==> src/hdl/i2cmbe_pkg.sv <==
`timescale 1ns / 1ps
// ----------------------------------------------------------------------------
// i2cmbe_pkg
// Types, codes and phase timing table shared by the I2C master byte engine.
// ----------------------------------------------------------------------------
package i2cmbe_pkg;

   // Command codes carried by a request transaction
   localparam logic [2:0] CMD_NONE  = 3'd0;
   localparam logic [2:0] CMD_START = 3'd1;
   localparam logic [2:0] CMD_STOP  = 3'd2;
   localparam logic [2:0] CMD_WRITE = 3'd3;
   localparam logic [2:0] CMD_READ  = 3'd4;

   // Reset value of the acknowledge poll limit
   localparam logic [7:0] ACK_LIMIT_RESET = 8'd250;

   // Line sequencer phases
   typedef enum logic [4:0] {
      PH_IDLE    = 5'd0,
      PH_ST_A    = 5'd1,
      PH_ST_B    = 5'd2,
      PH_ST_C    = 5'd3,
      PH_SP_A    = 5'd4,
      PH_SP_B    = 5'd5,
      PH_WB_SET  = 5'd6,
      PH_WB_HIGH = 5'd7,
      PH_WB_LOW  = 5'd8,
      PH_WA_REL  = 5'd9,
      PH_WA_HIGH = 5'd10,
      PH_WA_POLL = 5'd11,
      PH_WA_END  = 5'd12,
      PH_RB_LOW  = 5'd13,
      PH_RB_HIGH = 5'd14,
      PH_AK_LOW  = 5'd15,
      PH_AK_HIGH = 5'd16,
      PH_AK_END  = 5'd17
   } phase_type;

   // Where the driven SDA level comes from in a phase
   typedef enum logic [1:0] {
      SDA_LOW  = 2'd0,
      SDA_HIGH = 2'd1,
      SDA_DATA = 2'd2,
      SDA_ACK  = 2'd3
   } sda_src_type;

   typedef struct packed {
      logic [2:0]  ticks;
      logic        scl;
      sda_src_type sda_src;
      logic        drive;
   } phase_info_type;

   typedef struct packed {
      logic [2:0] command;
      logic [7:0] write_byte;
      logic       ack_to_send;
      logic       sda_sample;
   } req_item_type;

   typedef struct packed {
      logic       scl_level;
      logic       sda_level;
      logic       sda_drive;
      logic       busy_res;
      logic       done_res;
      logic [7:0] read_byte;
      logic       ack_error;
   } rsp_item_type;

   typedef struct packed {
      logic idle;
   } step_status_type;

   // Per-phase duration in ticks and line levels
   function automatic phase_info_type phase_info(phase_type p);
      phase_info_type r;
      case (p)
         PH_ST_A:    r = '{3'd4, 1'b1, SDA_HIGH, 1'b1};
         PH_ST_B:    r = '{3'd4, 1'b1, SDA_LOW,  1'b1};
         PH_ST_C:    r = '{3'd1, 1'b0, SDA_LOW,  1'b1};
         PH_SP_A:    r = '{3'd4, 1'b0, SDA_LOW,  1'b1};
         PH_SP_B:    r = '{3'd4, 1'b1, SDA_HIGH, 1'b1};
         PH_WB_SET:  r = '{3'd2, 1'b0, SDA_DATA, 1'b1};
         PH_WB_HIGH: r = '{3'd2, 1'b1, SDA_DATA, 1'b1};
         PH_WB_LOW:  r = '{3'd2, 1'b0, SDA_DATA, 1'b1};
         PH_WA_REL:  r = '{3'd1, 1'b0, SDA_HIGH, 1'b0};
         PH_WA_HIGH: r = '{3'd1, 1'b1, SDA_HIGH, 1'b0};
         PH_WA_POLL: r = '{3'd1, 1'b1, SDA_HIGH, 1'b0};
         PH_WA_END:  r = '{3'd1, 1'b0, SDA_HIGH, 1'b0};
         PH_RB_LOW:  r = '{3'd2, 1'b0, SDA_HIGH, 1'b0};
         PH_RB_HIGH: r = '{3'd1, 1'b1, SDA_HIGH, 1'b0};
         PH_AK_LOW:  r = '{3'd2, 1'b0, SDA_ACK,  1'b1};
         PH_AK_HIGH: r = '{3'd2, 1'b1, SDA_ACK,  1'b1};
         PH_AK_END:  r = '{3'd1, 1'b0, SDA_ACK,  1'b1};
         default:    r = '{3'd1, 1'b1, SDA_HIGH, 1'b1};
      endcase
      return r;
   endfunction

   // Tick counter load value on entering a phase; the poll phase counts up
   function automatic logic [7:0] enter_wait(phase_type p);
      phase_info_type info;
      info = phase_info(p);
      if (p == PH_WA_POLL) begin
         return 8'd0;
      end
      return {5'd0, info.ticks - 3'd1};
   endfunction

endpackage

==> src/hdl/i2c_master_byte_engine.sv <==
`timescale 1ns / 1ps
// ----------------------------------------------------------------------------
// i2c_master_byte_engine
// Byte-level I2C master stepped by one tick transaction; start, stop, write
// byte with acknowledge poll, read byte with ACK/NACK.
// ----------------------------------------------------------------------------
//  channel | direction | handshake             | payload
//  req_    | in        | req_valid/req_ready   | command, write_byte, ack, sda
//  rsp_    | out       | rsp_valid/rsp_ready   | scl, sda, drive, status, byte
//  csr_    | in        | csr_valid/csr_ready   | ack_wait_limit (8 bits)
//
//  One transaction per clock while results are taken; a request is held in the
//  input register, then its result in the result register.
//  The line sequencer state updates once per processed transaction.
//  Reset: phase idle, SCL and SDA high, ack_wait_limit 250.
//  A stalled result holds the sequencer; csr writes are always taken.
// ----------------------------------------------------------------------------
module i2c_master_byte_engine (
   input  logic       clock,
   input  logic       reset,
   input  logic       req_valid,
   output logic       req_ready,
   input  logic [2:0] req_command,
   input  logic [7:0] req_write_byte,
   input  logic       req_ack_to_send,
   input  logic       req_sda_sample,
   output logic       rsp_valid,
   input  logic       rsp_ready,
   output logic       rsp_scl_level,
   output logic       rsp_sda_level,
   output logic       rsp_sda_drive,
   output logic       rsp_busy_res,
   output logic       rsp_done_res,
   output logic [7:0] rsp_read_byte,
   output logic       rsp_ack_error,
   input  logic       csr_valid,
   output logic       csr_ready,
   input  logic [7:0] csr_ack_wait_limit
);

   i2cmbe_pkg::req_item_type    req_item;
   i2cmbe_pkg::req_item_type    held_item;
   i2cmbe_pkg::rsp_item_type    step_result;
   i2cmbe_pkg::rsp_item_type    rsp_item;
   i2cmbe_pkg::step_status_type step_status;
   logic                        held_valid;
   logic                        out_can_load;
   logic                        step_fire;

   assign req_item.command     = req_command;
   assign req_item.write_byte  = req_write_byte;
   assign req_item.ack_to_send = req_ack_to_send;
   assign req_item.sda_sample  = req_sda_sample;

   assign csr_ready = 1'b1;

   // Process a tick when one is held and the result slot is free
   assign step_fire = held_valid && out_can_load;

   i2cmbe_in_stage u_in_stage (
      .clock      (clock),
      .reset      (reset),
      .req_valid  (req_valid),
      .req_ready  (req_ready),
      .req_item   (req_item),
      .take       (step_fire),
      .item_valid (held_valid),
      .item       (held_item)
   );

   i2cmbe_step u_step (
      .clock       (clock),
      .reset       (reset),
      .step_fire   (step_fire),
      .req_item    (held_item),
      .csr_write   (csr_valid && csr_ready),
      .csr_data    (csr_ack_wait_limit),
      .rsp_item    (step_result),
      .step_status (step_status)
   );

   i2cmbe_out_stage u_out_stage (
      .clock     (clock),
      .reset     (reset),
      .load      (step_fire),
      .result    (step_result),
      .can_load  (out_can_load),
      .rsp_valid (rsp_valid),
      .rsp_ready (rsp_ready),
      .rsp_item  (rsp_item)
   );

   assign rsp_scl_level = rsp_item.scl_level;
   assign rsp_sda_level = rsp_item.sda_level;
   assign rsp_sda_drive = rsp_item.sda_drive;
   assign rsp_busy_res  = rsp_item.busy_res;
   assign rsp_done_res  = rsp_item.done_res;
   assign rsp_read_byte = rsp_item.read_byte;
   assign rsp_ack_error = rsp_item.ack_error;

   // A finishing tick leaves the sequencer idle
   a_done_goes_idle: assert property (@(posedge clock) disable iff (reset)
      step_fire && step_result.done_res |=> step_status.idle)
      else $error("sequencer not idle after done");

   // Busy and done never show together
   a_busy_done_excl: assert property (@(posedge clock) disable iff (reset)
      rsp_valid |-> !(rsp_busy_res && rsp_done_res))
      else $error("busy and done both set");

   // Released SDA always reads high
   a_release_high: assert property (@(posedge clock) disable iff (reset)
      rsp_valid && !rsp_sda_drive |-> rsp_sda_level)
      else $error("released SDA reported low");

   // An idle sequencer drives both lines
   a_idle_drives: assert property (@(posedge clock) disable iff (reset)
      step_fire && step_status.idle && (held_item.command == i2cmbe_pkg::CMD_NONE)
      |=> rsp_sda_drive && !rsp_busy_res && !rsp_done_res)
      else $error("idle tick reported activity");

endmodule

==> src/hdl/i2cmbe_in_stage.sv <==
`timescale 1ns / 1ps
// ----------------------------------------------------------------------------
// i2cmbe_in_stage
// Input register for request transactions; refills in the cycle it drains.
// ----------------------------------------------------------------------------
module i2cmbe_in_stage (
   input  logic                     clock,
   input  logic                     reset,
   input  logic                     req_valid,
   output logic                     req_ready,
   input  i2cmbe_pkg::req_item_type req_item,
   input  logic                     take,
   output logic                     item_valid,
   output i2cmbe_pkg::req_item_type item
);

   logic                     valid_ff;
   logic                     valid_in;
   i2cmbe_pkg::req_item_type item_ff;

   // Accept when empty or draining this cycle
   assign req_ready = !valid_ff || take;

   always_comb begin
      if (req_valid && req_ready) begin
         valid_in = 1'b1;
      end else if (take) begin
         valid_in = 1'b0;
      end else begin
         valid_in = valid_ff;
      end
   end

   always_ff @(posedge clock) begin
      if (reset) begin
         valid_ff <= 1'b0;
      end else begin
         valid_ff <= valid_in;
      end
   end

   // Capture payload on accept
   always_ff @(posedge clock) begin
      if (req_valid && req_ready) begin
         item_ff <= req_item;
      end
   end

   assign item_valid = valid_ff;
   assign item       = item_ff;

endmodule

==> src/hdl/i2cmbe_step.sv <==
`timescale 1ns / 1ps
// ----------------------------------------------------------------------------
// i2cmbe_step
// Line sequencer: takes one tick item, drives SCL/SDA for the current phase
// and advances the phase, shift register and acknowledge poll counter.
// ----------------------------------------------------------------------------
module i2cmbe_step (
   input  logic                        clock,
   input  logic                        reset,
   input  logic                        step_fire,
   input  i2cmbe_pkg::req_item_type    req_item,
   input  logic                        csr_write,
   input  logic [7:0]                  csr_data,
   output i2cmbe_pkg::rsp_item_type    rsp_item,
   output i2cmbe_pkg::step_status_type step_status
);

   i2cmbe_pkg::phase_type phase_ff, phase_in;
   logic [7:0]            wait_count_ff, wait_count_in;
   logic [3:0]            bit_index_ff, bit_index_in;
   logic [7:0]            shift_data_ff, shift_data_in;
   logic                  ack_choice_ff, ack_choice_in;
   logic                  error_flag_ff, error_flag_in;
   logic                  scl_ff, scl_in;
   logic                  sda_ff, sda_in;
   logic [7:0]            last_read_ff, last_read_in;
   logic [7:0]            ack_limit_ff;

   i2cmbe_pkg::phase_type      cur_phase;
   logic [7:0]                 cur_wait;
   logic [3:0]                 cur_bit;
   logic [7:0]                 cur_shift;
   logic                       cur_ack;
   logic [3:0]                 bit_next;
   logic [7:0]                 read_shift;
   logic                       lvl;
   i2cmbe_pkg::phase_info_type info;

   always_comb begin
      // Launch a command when idle
      cur_phase = phase_ff;
      cur_wait  = wait_count_ff;
      cur_bit   = bit_index_ff;
      cur_shift = shift_data_ff;
      cur_ack   = ack_choice_ff;
      if (phase_ff == i2cmbe_pkg::PH_IDLE) begin
         case (req_item.command)
            i2cmbe_pkg::CMD_START: begin
               cur_phase = i2cmbe_pkg::PH_ST_A;
               cur_wait  = i2cmbe_pkg::enter_wait(i2cmbe_pkg::PH_ST_A);
            end
            i2cmbe_pkg::CMD_STOP: begin
               cur_phase = i2cmbe_pkg::PH_SP_A;
               cur_wait  = i2cmbe_pkg::enter_wait(i2cmbe_pkg::PH_SP_A);
            end
            i2cmbe_pkg::CMD_WRITE: begin
               cur_phase = i2cmbe_pkg::PH_WB_SET;
               cur_wait  = i2cmbe_pkg::enter_wait(i2cmbe_pkg::PH_WB_SET);
               cur_shift = req_item.write_byte;
               cur_bit   = 4'd0;
            end
            i2cmbe_pkg::CMD_READ: begin
               cur_phase = i2cmbe_pkg::PH_RB_LOW;
               cur_wait  = i2cmbe_pkg::enter_wait(i2cmbe_pkg::PH_RB_LOW);
               cur_ack   = req_item.ack_to_send;
               cur_shift = 8'd0;
               cur_bit   = 4'd0;
            end
            default: begin
            end
         endcase
      end

      // Resolve line levels for the phase in force this tick
      info = i2cmbe_pkg::phase_info(cur_phase);
      case (info.sda_src)
         i2cmbe_pkg::SDA_LOW:  lvl = 1'b0;
         i2cmbe_pkg::SDA_HIGH: lvl = 1'b1;
         i2cmbe_pkg::SDA_DATA: lvl = cur_shift[7];
         i2cmbe_pkg::SDA_ACK:  lvl = !cur_ack;
         default:              lvl = 1'b1;
      endcase

      bit_next   = cur_bit + 4'd1;
      read_shift = {cur_shift[6:0], req_item.sda_sample};

      phase_in      = cur_phase;
      wait_count_in = cur_wait;
      bit_index_in  = cur_bit;
      shift_data_in = cur_shift;
      ack_choice_in = cur_ack;
      error_flag_in = error_flag_ff;
      last_read_in  = last_read_ff;
      scl_in        = scl_ff;
      sda_in        = sda_ff;

      if (cur_phase != i2cmbe_pkg::PH_IDLE) begin
         scl_in = info.scl;
         sda_in = lvl;

         // Advance the phase
         if (cur_phase == i2cmbe_pkg::PH_WA_POLL) begin
            if (!req_item.sda_sample) begin
               error_flag_in = 1'b0;
               phase_in      = i2cmbe_pkg::PH_WA_END;
               wait_count_in = i2cmbe_pkg::enter_wait(i2cmbe_pkg::PH_WA_END);
            end else if (cur_wait >= ack_limit_ff) begin
               error_flag_in = 1'b1;
               phase_in      = i2cmbe_pkg::PH_SP_A;
               wait_count_in = i2cmbe_pkg::enter_wait(i2cmbe_pkg::PH_SP_A);
            end else begin
               wait_count_in = cur_wait + 8'd1;
            end
         end else if (cur_wait != 8'd0) begin
            wait_count_in = cur_wait - 8'd1;
         end else begin
            case (cur_phase)
               i2cmbe_pkg::PH_ST_A:    phase_in = i2cmbe_pkg::PH_ST_B;
               i2cmbe_pkg::PH_ST_B:    phase_in = i2cmbe_pkg::PH_ST_C;
               i2cmbe_pkg::PH_SP_A:    phase_in = i2cmbe_pkg::PH_SP_B;
               i2cmbe_pkg::PH_WB_SET:  phase_in = i2cmbe_pkg::PH_WB_HIGH;
               i2cmbe_pkg::PH_WB_HIGH: phase_in = i2cmbe_pkg::PH_WB_LOW;
               i2cmbe_pkg::PH_WB_LOW: begin
                  shift_data_in = {cur_shift[6:0], 1'b0};
                  bit_index_in  = bit_next;
                  phase_in = (bit_next >= 4'd8) ? i2cmbe_pkg::PH_WA_REL
                                                : i2cmbe_pkg::PH_WB_SET;
               end
               i2cmbe_pkg::PH_WA_REL:  phase_in = i2cmbe_pkg::PH_WA_HIGH;
               i2cmbe_pkg::PH_WA_HIGH: phase_in = i2cmbe_pkg::PH_WA_POLL;
               i2cmbe_pkg::PH_RB_LOW:  phase_in = i2cmbe_pkg::PH_RB_HIGH;
               i2cmbe_pkg::PH_RB_HIGH: begin
                  shift_data_in = read_shift;
                  bit_index_in  = bit_next;
                  if (bit_next >= 4'd8) begin
                     last_read_in = read_shift;
                     phase_in     = i2cmbe_pkg::PH_AK_LOW;
                  end else begin
                     phase_in = i2cmbe_pkg::PH_RB_LOW;
                  end
               end
               i2cmbe_pkg::PH_AK_LOW:  phase_in = i2cmbe_pkg::PH_AK_HIGH;
               i2cmbe_pkg::PH_AK_HIGH: phase_in = i2cmbe_pkg::PH_AK_END;
               default:                phase_in = i2cmbe_pkg::PH_IDLE;
            endcase
            wait_count_in = i2cmbe_pkg::enter_wait(phase_in);
         end
      end
   end

   // Drive the result fields for this tick
   always_comb begin
      rsp_item.scl_level = scl_ff;
      rsp_item.sda_level = sda_ff;
      rsp_item.sda_drive = 1'b1;
      rsp_item.busy_res  = 1'b0;
      rsp_item.done_res  = 1'b0;
      if (cur_phase != i2cmbe_pkg::PH_IDLE) begin
         rsp_item.scl_level = info.scl;
         rsp_item.sda_level = lvl;
         rsp_item.sda_drive = info.drive;
         rsp_item.busy_res  = (phase_in != i2cmbe_pkg::PH_IDLE);
         rsp_item.done_res  = (phase_in == i2cmbe_pkg::PH_IDLE);
      end
      rsp_item.read_byte = last_read_in;
      rsp_item.ack_error = error_flag_in;
   end

   // Hold state between ticks; advance on each processed transaction
   always_ff @(posedge clock) begin
      if (reset) begin
         phase_ff      <= i2cmbe_pkg::PH_IDLE;
         wait_count_ff <= 8'd0;
         bit_index_ff  <= 4'd0;
         shift_data_ff <= 8'd0;
         ack_choice_ff <= 1'b0;
         error_flag_ff <= 1'b0;
         scl_ff        <= 1'b1;
         sda_ff        <= 1'b1;
         last_read_ff  <= 8'd0;
         ack_limit_ff  <= i2cmbe_pkg::ACK_LIMIT_RESET;
      end else begin
         if (csr_write) begin
            ack_limit_ff <= csr_data;
         end
         if (step_fire) begin
            phase_ff      <= phase_in;
            wait_count_ff <= wait_count_in;
            bit_index_ff  <= bit_index_in;
            shift_data_ff <= shift_data_in;
            ack_choice_ff <= ack_choice_in;
            error_flag_ff <= error_flag_in;
            scl_ff        <= scl_in;
            sda_ff        <= sda_in;
            last_read_ff  <= last_read_in;
         end
      end
   end

   assign step_status.idle = (phase_ff == i2cmbe_pkg::PH_IDLE);

endmodule

==> src/hdl/i2cmbe_out_stage.sv <==
`timescale 1ns / 1ps
// ----------------------------------------------------------------------------
// i2cmbe_out_stage
// Result register; loads a new result in the cycle the old one is taken.
// ----------------------------------------------------------------------------
module i2cmbe_out_stage (
   input  logic                     clock,
   input  logic                     reset,
   input  logic                     load,
   input  i2cmbe_pkg::rsp_item_type result,
   output logic                     can_load,
   output logic                     rsp_valid,
   input  logic                     rsp_ready,
   output i2cmbe_pkg::rsp_item_type rsp_item
);

   logic                     valid_ff;
   logic                     valid_in;
   i2cmbe_pkg::rsp_item_type item_ff;

   // Free when empty or being taken this cycle
   assign can_load = !valid_ff || rsp_ready;

   always_comb begin
      if (load) begin
         valid_in = 1'b1;
      end else if (rsp_ready) begin
         valid_in = 1'b0;
      end else begin
         valid_in = valid_ff;
      end
   end

   always_ff @(posedge clock) begin
      if (reset) begin
         valid_ff <= 1'b0;
      end else begin
         valid_ff <= valid_in;
      end
   end

   always_ff @(posedge clock) begin
      if (load) begin
         item_ff <= result;
      end
   end

   assign rsp_valid = valid_ff;
   assign rsp_item  = item_ff;

endmodule
==> config.mk <==
export PLATFORM = sky130hd
export DESIGN_NAME = i2c_master_byte_engine
export DESIGN_NICKNAME = d
export VERILOG_FILES = /design/src/hdl/i2cmbe_pkg.sv /design/src/hdl/i2c_master_byte_engine.sv /design/src/hdl/i2cmbe_in_stage.sv /design/src/hdl/i2cmbe_step.sv /design/src/hdl/i2cmbe_out_stage.sv
export SDC_FILE = /design/constraint.sdc
export NUM_CORES = 1
export LEC_CHECK = 0
export BUFFER_PORTS_ARGS = -buffer_cell sky130_fd_sc_hd__buf_2
export CORE_ASPECT_RATIO = 0.7
export CORE_MARGIN = 2
export CORE_UTILIZATION = 50
export CTS_CLUSTER_SIZE = 40
export DETAILED_ROUTE_END_ITERATION = 10
export HOLD_SLACK_MARGIN = 0.05
export PLACE_DENSITY_LB_ADDON = 0.1
export SLEW_MARGIN = 10
export SYNTH_ARGS = -nofsm -noshare
export SYNTH_HDL_FRONTEND = slang
export SYNTH_SLANG_ARGS = --single-unit
==> constraint.sdc <==
create_clock -name clock -period 5.8 [get_ports clock]
set_clock_uncertainty 0.05 [all_clocks]
set_input_delay 0.58 -clock clock [delete_from_list [all_inputs] [get_ports clock]]
set_output_delay 0.58 -clock clock [all_outputs]
set_load 0.01 [all_outputs]
==> summary.md <==
| Metric | Value |
|---|---|
| CTS tree | `yes` |
| Worst EP arrival | `approximately 4.7 ns` |
| Initial DRC count | `about 420` |
| Most common flop cell mapped by yosys | `dfxtp_1` |
| Number of synthesis warnings | `0` |
| Final setup viols | `0` |
| Maximum vdd drop | `about 0.17 mV` |
| Critical path class | `reg -> reg` |
| Worst-case reg-to-reg path depth | `12` |
| Status | `finished clean` |
| Worst-margin pin slew | `~0.83 ns` |
| Synth area leaders | `dfxtp_1, edfxtp_1, nand2_1` |
| Pwr Total | `between 1.5 and 2 mW` |
| Initial Utilization | `approximately 52%` |
| Final Hold Fails | `0` |
| Sw frac | `31.3%` |
| Root buffer cell | `clkbuf_16` |
| Detailed Routing Iterations Pass 1 | `5` |
| Placed Instance Area | `0.00472 sq mm` |
| Post-CTS Resized | `0` |
| Crit start category | `register` |
| Nets | `roughly 590` |
| Comb pwr share | `a little over a quarter` |
| Most frequent cell after synthesis | `nand2_1` |
| FFs w/ async S/R, synth | `0%` |
| EDFF count, synth | `27` |
| Reg2Reg Capture Point | `u_out_stage.rsp_item[10]` |
| FP Rows | `28` |
| Register area share after synthesis | `approximately 39%` |
| # hold bufs at CTS | `0` |
| FF+latch count, synth | `74` |
| Gpl congestion | `between 1 and 1.5` |
| Crit path capture type | `register` |
| Cells after DPL | `~660` |
| All-Layer GR Usage | `a little over a quarter` |
| Critical Path RT | `5.82 ns` |
| Max Cap Viol | `0` |
| CTS max path bufs | `2` |
| Mapped Cells | `~520` |
| Setup repair bufs after CTS | `0` |
| Critical Path Fanout Max | `15` |
| Worst min path class | `in -> reg` |
| Max-slew headroom | `44.1%` |
| LEAKAGE | `approximately 2 nW` |
| Tmin final | `about 4.7 ns` |
| Register share of total power | `around a third` |
| Highest clock rate | `214 MHz` |
| Sink Count | `74` |
| RSZ-0062 raised after global routing | `no` |
| Area leader, netlist | `dfxtp_1` |
| Clock Latency Late Sink | `0.34 ns` |
| Post-Syn Area | `0.00448 sq mm` |
| Port Buffers | `about 40` |
| Aggregate global routing overflow | `0` |
| I/O pins | `43` |
| Share of cells above drive strength 1 | `15.1%` |
| Largest net degree at the start of global routing | `39` |
| Syn Area/Cell | `between 8 and 9 sq um` |
| Fin Hold WS | `0.371 ns` |
| Filler Cells Inserted | `755` |
| Setup_tns | `0 ns` |
| Synth top cells by count | `nand2_1, dfxtp_1, nor2_1` |
| H-tree Lvls | `3` |
| WHS Path Cells | `1` |
| Core area | `0.00858 sq mm` |
| Initial antenna violation count | `0` |
| Clock power frac | `between 30 and 40%` |
| Total CTS buffers | `9` |
| Vias | `approximately 4000` |
| First-pass GRT wire length | `slightly below 20000 um` |
| Hold_sp | `req_ack_to_send` |
| Synthesized Nets | `563` |
| Post-DP HPWL | `slightly below 9000 um` |
| Die width | `117 um` |
| Hold Crit Endpoint | `u_in_stage.item[1]` |
| Worst r2r src | `u_step.phase_ff[1]` |
| # diodes | `0` |
| Reg clk slew, reported paths | `approximately 0.060 ns` |
| Via-to-Cell Ratio | `~6.0` |
| Net Switching | `about 0.55 mW` |
| FF-to-FF setup slack | `1.14 ns` |
| Drt wl/cell | `about 18 um` |
| Area growth syn-to-layout | `13.9%` |
| Vias in the first global route | `between 3000 and 4000` |
| Post-synth cell types | `74` |
| Share of the synthesized area in the top cell type | `between 20% and 30%` |
| Final period util | `80.4%` |
| P_int | `1.20 mW` |
| Total wire length | `about 12000 um` |
| DRT antenna net count | `0` |
| DIE AREA | `0.00974 sq mm` |
| Fin. max-slew vios | `0` |
| Design area | `0.00510 sq mm` |
| DRC viols | `0` |
| Cell Pwr Density | `344 mW/mm^2` |
| Final std cells w/o fill | `around 670` |
| Die Y | `between 80 and 90 um` |
[power by group through the flow]
| stage | Clock, mW | Sequential, mW | Combinational, mW |
|---|---|---|---|
| final | 0.697 | 0.599 | 0.457 |
| after global routing | 0.732 | 0.604 | 0.506 |
| after CTS | 0.706 | 0.598 | 0.445 |
| after detailed placement | 0 | 0.609 | 0.442 |
| after global placement | 0 | 0.609 | 0.446 |
| after floorplan | 0 | 0.601 | 0.340 |
[flip-flops by register name, summed over array words and instances (netlist names)]
signal	flops
u_step.error_flag_ff	1
u_in_stage.item	13
u_out_stage.rsp_item	14
u_step.ack_limit_ff	8
u_step.ack_choice_ff	1
u_step.wait_count_ff	8
u_step.shift_data_ff	8
u_step.last_read_ff	8
u_step.phase_ff	5
u_in_stage.item_valid	1
u_step.scl_ff	1
u_out_stage.rsp_valid	1
u_step.sda_ff	1
u_step.bit_index_ff	4
[cell families after synthesis]
| kind of cell | after synthesis | share of synthesized area [%] |
|---|---|---|
| flops | 74 | 39.1 |
| buf+inv | 59 | 5.62 |
| other cells | 1 | 0.0837 |
| fa+ha+maj | 15 | 4.19 |
| mux | 19 | 4.36 |
| xor+xnor | 7 | 1.37 |
| compound gates | 163 | 25.3 |
| simple gates | 184 | 20.0 |
[cell type report]
class                      count  area [sq um]  area share, %
multi-input combinational    389          2470           48.5
clock buffer                   9           225           4.42
sequential                    74          1750           34.4
clock inverter                 7           149           2.92
tap                          120           150           2.94
inverter                      24          90.1           1.77
timing repair buffer          48           258           5.06
[critical path, cell delays in order (launching register included)]
cell and delay (ns):
dfxtp_1 0.30, buf_4 0.18, or4_4 0.63, nor3_2 0.57
a221oi_1 0.26, ha_1 0.35, a21o_1 0.11, a21oi_1 0.09
o21ai_0 0.49, a21o_1 0.47, a21oi_1 0.12, or3_1 0.40
or3b_1 0.39
[worst max-delay path by stage]
stage	cells past startpoint	slack [ns]	start	endpoint
final	12	1.14	u_step.phase_ff[1]	u_out_stage.rsp_item[10]
after global routing	12	0.72	u_step.phase_ff[4]	u_out_stage.rsp_item[10]
after CTS	12	1.19	u_step.phase_ff[1]	u_out_stage.rsp_item[10]
after detailed placement	12	1.21	u_step.phase_ff[1]	u_out_stage.rsp_item[10]
after global placement	13	1.23	u_step.phase_ff[1]	u_out_stage.rsp_item[10]
after floorplan	15	1.77	u_in_stage.item[11]	u_step.wait_count_ff[2]
[through the flow]
| stage | util, % | worst slack, ns |
|---|---|---|
| floorplan | - | 1.77 |
| CTS | 59.4 | 1.19 |
| global route | 59.4 | 0.720 |
| finish | 59.4 | 1.14 |
| global placement | 55.0 | 1.23 |
| detailed placement | 55.0 | 1.21 |
[cell usage in the layout, fill, tap and decap left out, types with 12 or more instances in the layout]
master | Yosys | routed
nand2_1 | 62 | 62
dfxtp_1 | 47 | 47
nor2_1 | 43 | 43
buf_2 | 9 | 41
o21ai_0 | 32 | 32
a21oi_1 | 31 | 31
edfxtp_1 | 27 | 27
inv_1 | 23 | 23
nor3_1 | 16 | 16
o211ai_1 | 15 | 15
mux2i_1 | 15 | 15
ha_1 | 15 | 15
nand3_1 | 13 | 13
a22oi_1 | 12 | 12
[metal layers]
metal,share of wire [%],track usage [%]
met2,39,33.1
met4,0.56,4.71
met3,10,11.8
met1,51,41.6
met5,0,0
No activity file was read; power rests on OpenSTA's default activity.
